## src/hdl/assert_macros.svh

```systemverilog
// Assertion helpers shared by the glyph locator modules.
`ifndef ASSERT_MACROS_SVH
`define ASSERT_MACROS_SVH

// Checked on every rising edge of clk while rst_n is high.
`define FGL_ASSERT(lbl, prop) \
  lbl: assert property (@(posedge clk) disable iff (!rst_n) prop) \
    else $error("%m: assertion failed");

// Checked on every rising edge of clk, reset included.
`define FGL_ASSERT_ALWAYS(lbl, prop) \
  lbl: assert property (@(posedge clk) prop) \
    else $error("%m: assertion failed");

`endif

```

## src/hdl/fgl_pkg.sv

```systemverilog
package fgl_pkg;

  // Field widths.
  localparam int CODE_W   = 16;
  localparam int OFS_W    = 29;
  localparam int BYTES_W  = 13;
  localparam int DOT_W    = 8;
  localparam int CFG_IDX_W = 2;
  localparam int CFG_DAT_W = 8;

  // Range table geometry.
  localparam int MAX_BLOCKS  = 128;
  localparam int TABLE_DEPTH = 128;
  localparam int TBL_AW      = $clog2(TABLE_DEPTH);
  localparam int ENTRY_W     = 2 * CODE_W;
  localparam int BLOCK_LIMIT = (MAX_BLOCKS < TABLE_DEPTH) ? MAX_BLOCKS : TABLE_DEPTH;
  localparam int BLK_W       = 8;

  // Offset bases and the single-byte code limit.
  localparam int SB_BASE  = 17;
  localparam int DB_BASE  = 18;
  localparam int SB_CODES = 256;

  // Input opcodes.
  localparam logic OP_LOAD   = 1'b0;
  localparam logic OP_LOOKUP = 1'b1;

  // Configuration register indexes.
  localparam logic [CFG_IDX_W-1:0] CFG_GLYPH_WIDTH  = 2'd0;
  localparam logic [CFG_IDX_W-1:0] CFG_GLYPH_HEIGHT = 2'd1;
  localparam logic [CFG_IDX_W-1:0] CFG_DOUBLE_BYTE  = 2'd2;
  localparam logic [CFG_IDX_W-1:0] CFG_BLOCK_COUNT  = 2'd3;

  // Controller states.
  typedef enum logic [2:0] {
    ST_IDLE,
    ST_SCAN,
    ST_MUL,
    ST_ADD,
    ST_DONE
  } fgl_state_t;

  // Commands from the controller to the datapath.
  typedef struct packed {
    logic load_wr;   // write one range entry
    logic start;     // latch a lookup and issue the first table read
    logic scan;      // compare one entry and issue the next read
    logic mul;       // count times glyph size
    logic add;       // add the offset base
    logic out_load;  // move the result into the output register
  } fgl_cmd_t;

  // Status from the datapath to the controller.
  typedef struct packed {
    logic dbl;          // double-byte font selected
    logic blocks_zero;  // no ranges in use
    logic scan_hit;     // compared entry holds the code
    logic scan_last;    // compared entry is the last one in use
    logic out_busy;     // output register holds a result that is stalled
  } fgl_stat_t;

endpackage

```

## src/hdl/fgl_ctrl.sv

```systemverilog
`include "assert_macros.svh"

module fgl_ctrl (
  input  logic              clk,
  input  logic              rst_n,
  input  logic              in_valid,
  input  logic              in_opcode,
  output logic              in_stall,
  input  fgl_pkg::fgl_stat_t stat,
  output fgl_pkg::fgl_cmd_t  cmd
);

  fgl_pkg::fgl_state_t state_r, state_nxt;
  logic                in_xfer;

  assign in_xfer = in_valid && (state_r == fgl_pkg::ST_IDLE);

  // State register.
  always_ff @(posedge clk) begin
    if (!rst_n) begin
      state_r <= fgl_pkg::ST_IDLE;
    end else begin
      state_r <= state_nxt;
    end
  end

  // Next state.
  always_comb begin
    state_nxt = state_r;
    unique case (state_r)
      fgl_pkg::ST_IDLE: begin
        if (in_xfer && (in_opcode == fgl_pkg::OP_LOOKUP)) begin
          if (!stat.dbl) begin
            state_nxt = fgl_pkg::ST_MUL;
          end else if (stat.blocks_zero) begin
            state_nxt = fgl_pkg::ST_DONE;
          end else begin
            state_nxt = fgl_pkg::ST_SCAN;
          end
        end
      end
      fgl_pkg::ST_SCAN: begin
        if (stat.scan_hit) begin
          state_nxt = fgl_pkg::ST_MUL;
        end else if (stat.scan_last) begin
          state_nxt = fgl_pkg::ST_DONE;
        end
      end
      fgl_pkg::ST_MUL: state_nxt = fgl_pkg::ST_ADD;
      fgl_pkg::ST_ADD: state_nxt = fgl_pkg::ST_DONE;
      fgl_pkg::ST_DONE: begin
        if (!stat.out_busy) begin
          state_nxt = fgl_pkg::ST_IDLE;
        end
      end
      default: state_nxt = fgl_pkg::ST_IDLE;
    endcase
  end

  // Outputs.
  always_comb begin
    cmd      = '0;
    in_stall = 1'b1;
    unique case (state_r)
      fgl_pkg::ST_IDLE: begin
        in_stall    = 1'b0;
        cmd.load_wr = in_xfer && (in_opcode == fgl_pkg::OP_LOAD);
        cmd.start   = in_xfer && (in_opcode == fgl_pkg::OP_LOOKUP);
      end
      fgl_pkg::ST_SCAN: cmd.scan = 1'b1;
      fgl_pkg::ST_MUL:  cmd.mul = 1'b1;
      fgl_pkg::ST_ADD:  cmd.add = 1'b1;
      fgl_pkg::ST_DONE: cmd.out_load = !stat.out_busy;
      default: cmd = '0;
    endcase
  end

  // A scan only runs for the block-table font.
  `FGL_ASSERT(a_scan_dbl, (state_r == fgl_pkg::ST_SCAN) |-> stat.dbl)
  // The output register is never overwritten while its result is stalled.
  `FGL_ASSERT(a_no_overwrite, cmd.out_load |-> !stat.out_busy)
  // Once a result is handed over, the next item may enter.
  `FGL_ASSERT(a_load_idle, cmd.out_load |=> (state_r == fgl_pkg::ST_IDLE))
  // The multiply result always gets its add step next.
  `FGL_ASSERT(a_mul_add, (state_r == fgl_pkg::ST_MUL) |=> (state_r == fgl_pkg::ST_ADD))

endmodule

```

## config.mk

```make
export PLATFORM = sky130hd
export DESIGN_NAME = fgl_ctrl
export DESIGN_NICKNAME = d
export VERILOG_FILES = /design/src/hdl/fgl_pkg.sv /design/src/hdl/fgl_ctrl.sv
export VERILOG_INCLUDE_DIRS = /design/src /design/src/hdl
export SDC_FILE = /design/constraint.sdc
export NUM_CORES = 1
export LEC_CHECK = 0
export BUFFER_PORTS_ARGS = -buffer_cell sky130_fd_sc_hd__buf_4
export CAP_MARGIN = 20
export CORE_AREA = 2 2 39 41
export DETAILED_ROUTE_END_ITERATION = 6
export DIE_AREA = 0 0 41 43
export HOLD_SLACK_MARGIN = 0.05
export PLACE_DENSITY = 0.43
export RECOVER_POWER = 50
export SYNTH_ARGS = -nofsm -noshare
export SYNTH_HDL_FRONTEND = slang
export SYNTH_SLANG_ARGS = --single-unit
```

## constraint.sdc

```tcl
create_clock -name clk -period 2.4 [get_ports clk]
set_input_delay 0.24 -clock clk [delete_from_list [all_inputs] [get_ports clk]]
set_output_delay 0.24 -clock clk [all_outputs]
set_load 0.02 [all_outputs]
```

## After elaboration in Yosys (flattened, before gate mapping)

Index checks and enable logic that the tools add are counted.

- Logic and storage cells: 28
- Flip-flop bits (word level): 3

- Bitwise logic cells: 1
- Reduce and logical (&&, ||, !) cells: 6
- Multiplexer cells: 13
- Eq/ne operators: 7

Operator list:

| kind | number |
|---|---|
| two-way mux 3 bit | 6 |
| case mux 3 bit (5 select lines) | 1 |
| == test 3 x 2 -> 1 bit (second input constant) | 2 |
| two-way mux 1 bit | 5 |
| == test 3 x 1 -> 1 bit (second input constant) | 1 |
| == test 3 bit (second input constant) | 1 |
| logical AND 1 bit | 3 |
| logical NOT 3 bit | 1 |
| inequality test 3 bit (second input constant) | 1 |
| AND reduction 3 bit | 1 |
| two-way mux 2 bit | 1 |
| inequality test 2 x 1 -> 1 bit (second input constant) | 1 |
| inequality test 2 bit (second input constant) | 1 |
| logical NOT 1 bit | 1 |
| inverter 1 bit | 1 |

## Logic depth before layout (Yosys ltp)

Gate-level depths: netlist (run 1).

- Depth after elaboration: 5
- Mapped depth: 4

## Least setup slack after synthesis (run 1)

Ideal clock, no wire load.

- Path kind: reg-to-output
- Start point: register state_r[1]
- End point: output port cmd[5] (netlist name)
- Slack: 1,037 ps
- Data required time: 2,160 ps
- Cell stages (with the launch flop): 3
- Data arrival time: 1,123 ps
- Path buffers: 0
- Cell sequence: dfxtp_1 or3_4 nor3b_2

RTL lines:

| item | line | text |
|---|---|---|
| start: declaration | fgl_ctrl.sv:13 | `fgl_pkg::fgl_state_t state_r, state_nxt;` |
| start signal: assignment | fgl_ctrl.sv:21 | `state_r <= fgl_pkg::ST_IDLE;` |
| start signal: assignment | fgl_ctrl.sv:23 | `state_r <= state_nxt;` |
| end: declaration | fgl_ctrl.sv:10 | `output fgl_pkg::fgl_cmd_t cmd` |

==> impl_metrics.tcl, run 1 <==
set metrics [dict create \
    outcome "finished clean" \
    timing.hold.ws_ns 0.269 \
    clock-root-buffer "clkbuf_4" \
    port_buffers 15 \
    layout-drive-gt1-share 0.360 \
    vdd_drop_max_v 0.000260 \
    via_per_inst 4.02 \
    slew_headroom 0.816 \
    seq_area_frac_synth 0.261 \
    synth.area.top_cells "dfxtp_1 (26%), nand2_1 (9.8%), o32ai_2 (7.1%)" \
    clk_pin_slew_ns 0.04 \
    finalSetupTns_ns 0 \
    syn2layout_area_growth_pct 58.2 \
    dieArea_um2 1760 \
    startpoint "state_r[1]$_SDFFE_PN0P_" \
    hpwlAfterDp_um 516 \
    cp_max_fo 7 \
    rsz0062_at_grt "no" \
    min_path_type "primary input to flip-flop" \
    synth_area_leader_cell "dfxtp_1" \
    clock-sinks 3 \
    diodes 0 \
    r2r-end "state_r[2]$_SDFFE_PN0P_" \
    post-route-util 0.263 \
    drc 0 \
    yosysTopAreaCellShare 0.261 \
    r2r_start "state_r[0]$_SDFFE_PN0P_" \
    worstMarginPinSlew_ns 0.273 \
    num_vias 265 \
    layout.nets 60 \
    dp_cells 62 \
    place.gp.congestion 0.691 \
    crit_path_end "cmd[5]" \
    rr_worst_depth 4 \
    critical_path_class "flip-flop to primary output" \
    cts_setup_buffers 0 \
    ys_types 17 \
    fin_crit_sh 0.668 \
    ant_nets 0 \
    reg.largest.list "state_r: 3 flops" \
    clk_latency_ns 0.23 \
    max-clock-path-buffers 2 \
    synthCells 31 \
    fmax_mhz 624 \
    grt_max_degree 8 \
    grt_pass1_vias 261 \
    grt_overflow 0 \
    fin_crit_ns 1.60 \
    avgSynthCellArea_um2 7.43 \
    die_height_um 43 \
    grt_usage 0.0903 \
    largest_reg_flops 3 \
    start_kind "flip-flop" \
    num_rows 14 \
    initial_core_util 0.166 \
    final_cells 66 \
    fin_area_um2 364 \
    finalSetupViolCount 0 \
    cp.required_ns 2.16 \
    grt_pass1_wl_mm 1.04 \
    cp.arrival_ns 1.36 \
    drv_slew 0 \
    antenna_found_initial 0 \
    postRouteWirelength_um 643 \
    syn-num-nets 40 \
    post_drt_wl_per_cell_um 9.74 \
    drv_cap 0 \
    powerDensity_nw_per_um2 594 \
    leakagePower_nw 0.166 \
    top_register "state_r" \
    drt-initial-drc-count 1 \
    io_pins 16 \
    die_x_um 41 \
    yosysWarnings 0 \
    hold_buffers 0 \
    htree_levels 1 \
    placed_cell_area_um2 363 \
    numCtsBuffers 3 \
    hold_viol 0 \
    core_um2 1380 \
    synth_area_um2 230 \
    cts_resized 0 \
    ys_seq_elements 3 \
    rrSetupSlack_ns 1.28 \
    drt-pass1-iter-count 2 \
    fin_skew_ns 0.000831 \
    cts_tree "yes" \
    end_kind "primary output" \
]
## synthesized netlist by cell type
cell type  instances
nor3b_1            2
nor3b_2            1
o21ai_1            1
a21oi_1            2
nor2_1             4
nand3_1            1
nand2b_1           2
or3_4              1
nor3_1             1
o32ai_2            1
inv_1              2
nor3_2             1
dfxtp_1            3
nand2_1            6
or3_1              1
a21oi_2            1
o21a_1             1
## placed cells by master, fill, tap and decap left out, types with 2 or more instances in the layout
cell type and count:
nand2b_1 2, inv_1 2, nand2_1 6, clkbuf_4 3
a21oi_1 2, buf_4 13, clkbuf_1 3, or3_1 2
nor2_1 4, dfxtp_1 3, nor3b_1 2, nor3_1 2
## worst max-delay path: stages, from the launching register on
cell and delay (ns):
dfxtp_1 0.34, or3_1 0.46, nor3b_2 0.17, buf_4 0.16
## report_power, final
part | switching (W) | internal (W)
logic | 0.0000374 | 0.0000315
clock network | 0.0000247 | 0.0000622
registers | 0.00000606 | 0.0000542
## final cells by class
type / instances / area [µm²]
clock buffers: 4 / 26.3
fillers: 163 / 1020
inverters: 2 / 7.51
multi-input cells: 26 / 145
flip-flops and latches: 3 / 60.1
well taps: 16 / 20.0
repair buffers: 15 / 105
## cell families (layout without fill, tap and decap cells)
logic type / count (synthesis) / after routing / share of synthesized area
DFF: 3 / 3 / 0.261
and+or+nand+nor: 20 / 20 / 0.500
buffers and inverters: 2 / 21 / 0.0326
AOI/OAI and AO/OA: 6 / 6 / 0.207
## how the worst min path moves through the flow
| stage | startpoint | end | slack, ns | cells after the start |
|---|---|---|---|---|
| finish | stat[4] | state_r[1]$_SDFFE_PN0P_ | 0.27 | 4 |
| global placement | stat[4] | state_r[1]$_SDFFE_PN0P_ | 0.51 | 4 |
| global route | stat[4] | state_r[1]$_SDFFE_PN0P_ | 0.26 | 4 |
| floorplan | stat[4] | state_r[1]$_SDFFE_PN0P_ | 0.40 | 3 |
| CTS | stat[4] | state_r[1]$_SDFFE_PN0P_ | 0.26 | 4 |
| detailed placement | stat[4] | state_r[1]$_SDFFE_PN0P_ | 0.51 | 4 |
## metal layers
layer / global-route usage / wire (µm) / vias up
li1: - / - / 146
met1: 0.122 / 321 / 115
met2: 0.106 / 291 / 4
met3: 0.0785 / 30 / 0
met4: 0.0200 / 0 / 0
met5: 0 / 0 / -
## metrics by stage
step                setup slack (ns)  power, W
finish                         0.797  0.000216
floorplan                       1.04  0.000104
detailed placement              1.08  0.000138
global route                   0.695  0.000235
CTS                            0.829  0.000230
global placement                1.09  0.000138
Note: power is estimated with default switching activity, not from simulation.
==> run 2, diff against run 1 <==
- ABC_AREA: unset -> 1
- PLACE_DENSITY: 0.43 -> 0.51
- clock period: 2.4 -> 1.4 ns (I/O delays scaled with it)
==> run 2 against run 1 <==
  * Combinational power increased to 9.9 times the previous value
  * Critical path depth is 1 higher
  * Global-route usage up 1.1 points
  * Worst hold slack got worse by 0.13 ns
  * Count of clock-buffer cells in the layout is the same
  * First-iteration DRC count grew to 5.0 times the previous value
  * Largest power group is now combinational logic
  * Worst setup slack worse by 0.69 ns
  * Register-to-register slack lost 1.1 ns
  * Via count grew 26%
==> impl_metrics.tcl, run 2 <==
set metrics [dict create \
    largest_reg_flops 3 \
    hpwlAfterDp_um 586 \
    diodes 0 \
    fin_crit_ns 1.29 \
    hold_viol 0 \
    ys_seq_elements 3 \
    holdPathStages 3 \
    avgSynthCellArea_um2 6.52 \
    clk_pin_slew_ns 0.04 \
    hold_buffers 0 \
    clock-sinks 3 \
    rr_worst_depth 7 \
    fmax_mhz 775 \
    rrSetupSlack_ns 0.23 \
    synth_ff_type "dfxtp_1" \
    cp.arrival_ns 1.15 \
    worstMarginPinSlew_ns 0.230 \
    port_buffers 15 \
    layout_common_cells "buf_4 (16), inv_1 (8), nor2_1 (6), nand2_1 (6), nor3_1 (5)" \
    r2r-end "state_r[0]$_SDFFE_PN0P_" \
    num_vias 334 \
    synth.area.top_cells "dfxtp_1 (20%), nand3_2 (9.8%), inv_1 (8.6%)" \
    grt_pass1_wl_mm 1.15 \
    syn-num-nets 56 \
    dpl_worst_slack_ns 0.265 \
    synthTopCellsByCount "inv_1 (7), nand2_1 (6), nor2_1 (5)" \
    layout_setup_ws_ns 0.109 \
    async_flop_share 0 \
    yosysWarnings 0 \
    fin_skew_ns 0.00433 \
    cts_tree "yes" \
    reg.largest.list "state_r: 3 flops" \
    grt_max_degree 7 \
    placed_cell_area_um2 439 \
    layout.nets 77 \
    grt_overflow 0 \
    die_height_um 43 \
    clock-root-buffer "clkbuf_4" \
    num_rows 14 \
    grt_usage 0.101 \
    powerDensity_nw_per_um2 2160 \
    critical_path_class "flip-flop to primary output" \
    numCtsBuffers 3 \
    dieArea_um2 1760 \
    postRouteWirelength_um 686 \
    post_drt_wl_per_cell_um 8.27 \
    fin_crit_sh 0.922 \
    drt-pass1-iter-count 4 \
    start_kind "flip-flop" \
    clk_latency_ns 0.23 \
    initial_core_util 0.222 \
    final_common_cell "buf_4" \
    drv_slew 0 \
    min_to "state_r[0]$_SDFFE_PN0P_" \
    post-route-util 0.342 \
    ys_types 18 \
    leakagePower_nw 0.250 \
    yosysTopAreaCellShare 0.196 \
    min_path_type "primary input to flip-flop" \
    synthCells 47 \
    rsz0062_at_grt "no" \
    synth_area_um2 307 \
    fin_area_um2 473 \
    end_kind "primary output" \
    die_x_um 41 \
    drc 0 \
    via_per_inst 4.02 \
    cp.required_ns 1.26 \
    drv_cap 0 \
    synth_edf_count 0 \
    syn2layout_area_growth_pct 54.3 \
    vdd_drop_max_v 0.000770 \
    layout-drive-gt1-share 0.522 \
    slew_headroom 0.846 \
    cp_max_fo 6 \
    place.gp.congestion 0.690 \
    top_register "state_r" \
    finalSetupTns_ns 0 \
    grt_pass1_vias 308 \
    ant_nets 0 \
    core_um2 1380 \
    outcome "finished clean" \
    seq_area_frac_synth 0.196 \
    htree_levels 1 \
    antenna_found_initial 0 \
    io_pins 16 \
    finalSetupViolCount 0 \
    synth_area_leader_cell "dfxtp_1" \
    max-clock-path-buffers 2 \
    power_w 0.00102 \
    r2r_start "state_r[0]$_SDFFE_PN0P_" \
    drt-initial-drc-count 5 \
    holdCritStartpoint "rst_n" \
    yosysMostFrequentCell "inv_1" \
]
## run 2: layout make-up
class / instances / area [µm²]
well taps: 16 / 20.0
fillers: 161 / 911
inverters: 12 / 47.5
flip-flops and latches: 3 / 62.6
repair buffers: 16 / 120
multi-input cells: 32 / 196
clock buffers: 4 / 26.3
## run 2: timing repair
item	4_1_cts	5_1_grt
gates resized for setup	0	3
setup endpoints to repair	0	3
buffers inserted	0	1
## run 2: worst max-delay path: stages (launching register included)
cell	delay (ns)
dfxtp_2	0.35
nor2_4	0.15
nand2_4	0.09
nor3_1	0.15
buf_4	0.17
## run 2: per-stage QoR
step | instances | hold slack, ns
after global routing | 83 | 0.141
after detailed placement | 78 | 0.380
after CTS | 82 | 0.130
final | 83 | 0.141
after global placement | 78 | 0.379
after floorplan | 47 | 0.261
## run 2: routing by layer
metal,GRT usage,up-vias,share of wire
li1,-,186,-
met1,0.128,141,0.49
met2,0.125,7,0.46
met5,0,-,0
met4,0.0600,0,0
met3,0.0628,0,0.047
## run 2: worst max path at each step
stage / start / to / depth (start not counted)
3_3_place_gp: state_r[0]$_SDFFE_PN0P_ / state_r[0]$_SDFFE_PN0P_ / 7
5_1_grt: state_r[0]$_SDFFE_PN0P_ / cmd[4] / 4
4_1_cts: state_r[0]$_SDFFE_PN0P_ / cmd[4] / 4
6_report: state_r[0]$_SDFFE_PN0P_ / cmd[4] / 4
2_1_floorplan: state_r[2]$_SDFFE_PN0P_ / cmd[0] / 2
3_5_place_dp: state_r[0]$_SDFFE_PN0P_ / state_r[0]$_SDFFE_PN0P_ / 7
## run 2: cells by family after synthesis
kind of cell | share of synthesized area
AO/OA/AOI/OAI | 0.114
buffers and inverters | 0.155
flip-flops | 0.196
AND/OR/NAND/NOR | 0.535
## run 2: where the power goes
group          switching (W)  internal, W  leakage (nW)
logic               0.000394     0.000289         0.209
registers          0.0000611     0.000124        0.0254
clock network      0.0000470     0.000107        0.0150
==> run 3, diff against run 2 <==
- CTS_BUF_LIST: unset -> sky130_fd_sc_hd__clkbuf_4 sky130_fd_sc_hd__clkbuf_8
==> run 3 against run 2 <==
  * Global-route usage did not move
  * Sequential power about the same
  * Register-to-register slack worse by 0.02 ns
  * Critical endpoint unchanged
  * Largest power group unchanged
==> impl_metrics.tcl, run 3 (synthesized netlist as in run 2, its figures left out) <==
set metrics [dict create \
    end_kind "primary output" \
    rrSetupSlack_ns 0.21 \
    largest_reg_flops 3 \
    powerDensity_nw_per_um2 2180 \
    drv_cap 0 \
    rsz0062_at_grt "no" \
    fin_crit_ns 1.29 \
    leakagePower_nw 0.253 \
    layout.nets 77 \
    reg.largest.list "state_r: 3 flops" \
    hpwlAfterDp_um 586 \
    timing.hold.ws_ns 0.141 \
    port_buffers 15 \
    core_um2 1380 \
    htree_levels 1 \
    numCtsBuffers 3 \
    clock-sinks 3 \
    fin_crit_sh 0.920 \
    critical_path_class "flip-flop to primary output" \
    clk_pin_slew_ns 0.04 \
    start_kind "flip-flop" \
    syn2layout_area_growth_pct 56.3 \
    top_register "state_r" \
    dieArea_um2 1760 \
    die_height_um 43 \
    cp.arrival_ns 1.15 \
    fin_area_um2 479 \
    slew_headroom 0.846 \
    diodes 0 \
    finalSetupTns_ns 0 \
    post_drt_wl_per_cell_um 8.18 \
    layout-drive-gt1-share 0.552 \
    worstMarginPinSlew_ns 0.230 \
    drt-pass1-iter-count 4 \
    drc 0 \
    grt_pass1_wl_mm 1.15 \
    io_pins 16 \
    num_rows 14 \
    cpPeakStageDelay_ns 0.35 \
    layout_common_cells "buf_4 (15), inv_1 (8), nand2_1 (6)" \
    cp.required_ns 1.26 \
    hold_buffers 0 \
    die_x_um 41 \
    n_fill_cell 161 \
    vdd_drop_max_v 0.000769 \
    via_per_inst 4.11 \
    finalSetupViolCount 0 \
    min_path_type "primary input to flip-flop" \
    max-clock-path-buffers 2 \
    clock-root-buffer "clkbuf_4" \
    final_common_cell "buf_4" \
    grt_overflow 0 \
    ant_nets 0 \
    grt_usage 0.101 \
    clk_latency_ns 0.23 \
    dpl_worst_slack_ns 0.265 \
    cts_tree "yes" \
    antenna_found_initial 0 \
    grt_max_degree 7 \
    cp_slowest_cell "dfxtp_2" \
    hold_viol 0 \
    drv_slew 0 \
    placed_cell_area_um2 439 \
    initial_core_util 0.222 \
    drt-initial-drc-count 3 \
    fmax_mhz 776 \
    postRouteWirelength_um 679 \
    fin_skew_ns 0.00428 \
    place.gp.congestion 0.690 \
    path_cells "nor2_4, nand2_4, nor3_1, buf_4" \
    num_vias 341 \
    cp_max_fo 6 \
    outcome "finished clean" \
    layout_setup_ws_ns 0.112 \
    grt_pass1_vias 308 \
]
## run 3: layout make-up
class | count | area (µm²) | share of cell area
repair buffers | 16 | 120 | 0.251
flip-flops and latches | 3 | 62.6 | 0.131
clock buffers | 4 | 30.0 | 0.0627
inverters | 12 | 47.5 | 0.0992
well taps | 16 | 20.0 | 0.0418
multi-input cells | 32 | 199 | 0.415
## run 3: worst max-delay path, delay by kind of cell, from the launching register on
| kind | cells | cell delay (ns) |
|---|---|---|
| flops | 1 | 0.35 |
| buf+inv | 1 | 0.17 |
| simple gates | 3 | 0.39 |
## run 3: per-stage QoR
| stage | util | cells | total power [W] |
|---|---|---|---|
| 3_3_place_gp | 0.317 | 78 | 0.000848 |
| 2_1_floorplan | - | 47 | 0.000658 |
| 3_5_place_dp | 0.317 | 78 | 0.000844 |
| 4_1_cts | 0.339 | 82 | 0.00103 |
| 6_report | 0.346 | 83 | 0.00104 |
| 5_1_grt | 0.346 | 83 | 0.00114 |
## run 3: worst paths after layout
kind | startpoint | end | cells after the start
max | state_r[0]$_SDFFE_PN0P_ | cmd[4] | 4
min | rst_n | state_r[0]$_SDFFE_PN0P_ | 3
max reg2reg | state_r[0]$_SDFFE_PN0P_ | state_r[0]$_SDFFE_PN0P_ | 7
min reg2reg | state_r[2]$_SDFFE_PN0P_ | state_r[2]$_SDFFE_PN0P_ | 2
## run 3: timing repair
action                     in CTS  in global routing
setup endpoints to repair       0                  3
setup buffers                   0                  1
gates resized for setup         0                  3
## run 3: power breakdown
part	internal [W]	switching [W]	total [W]	leakage [nW]
Combinational	0.000290	0.000395	0.000684	0.209
Clock	0.000126	0.0000470	0.000173	0.0184
Sequential	0.000124	0.0000621	0.000186	0.0254
Total	0.000540	0.000504	0.00104	0.253
## run 3: metal layers
layer  global-route usage  up-vias  share of wire
li1                     -      188              -
met4               0.0600        0              0
met5                    0        -              0
met1                0.128      144           0.48
met2                0.125        9           0.46
met3               0.0628        0          0.053
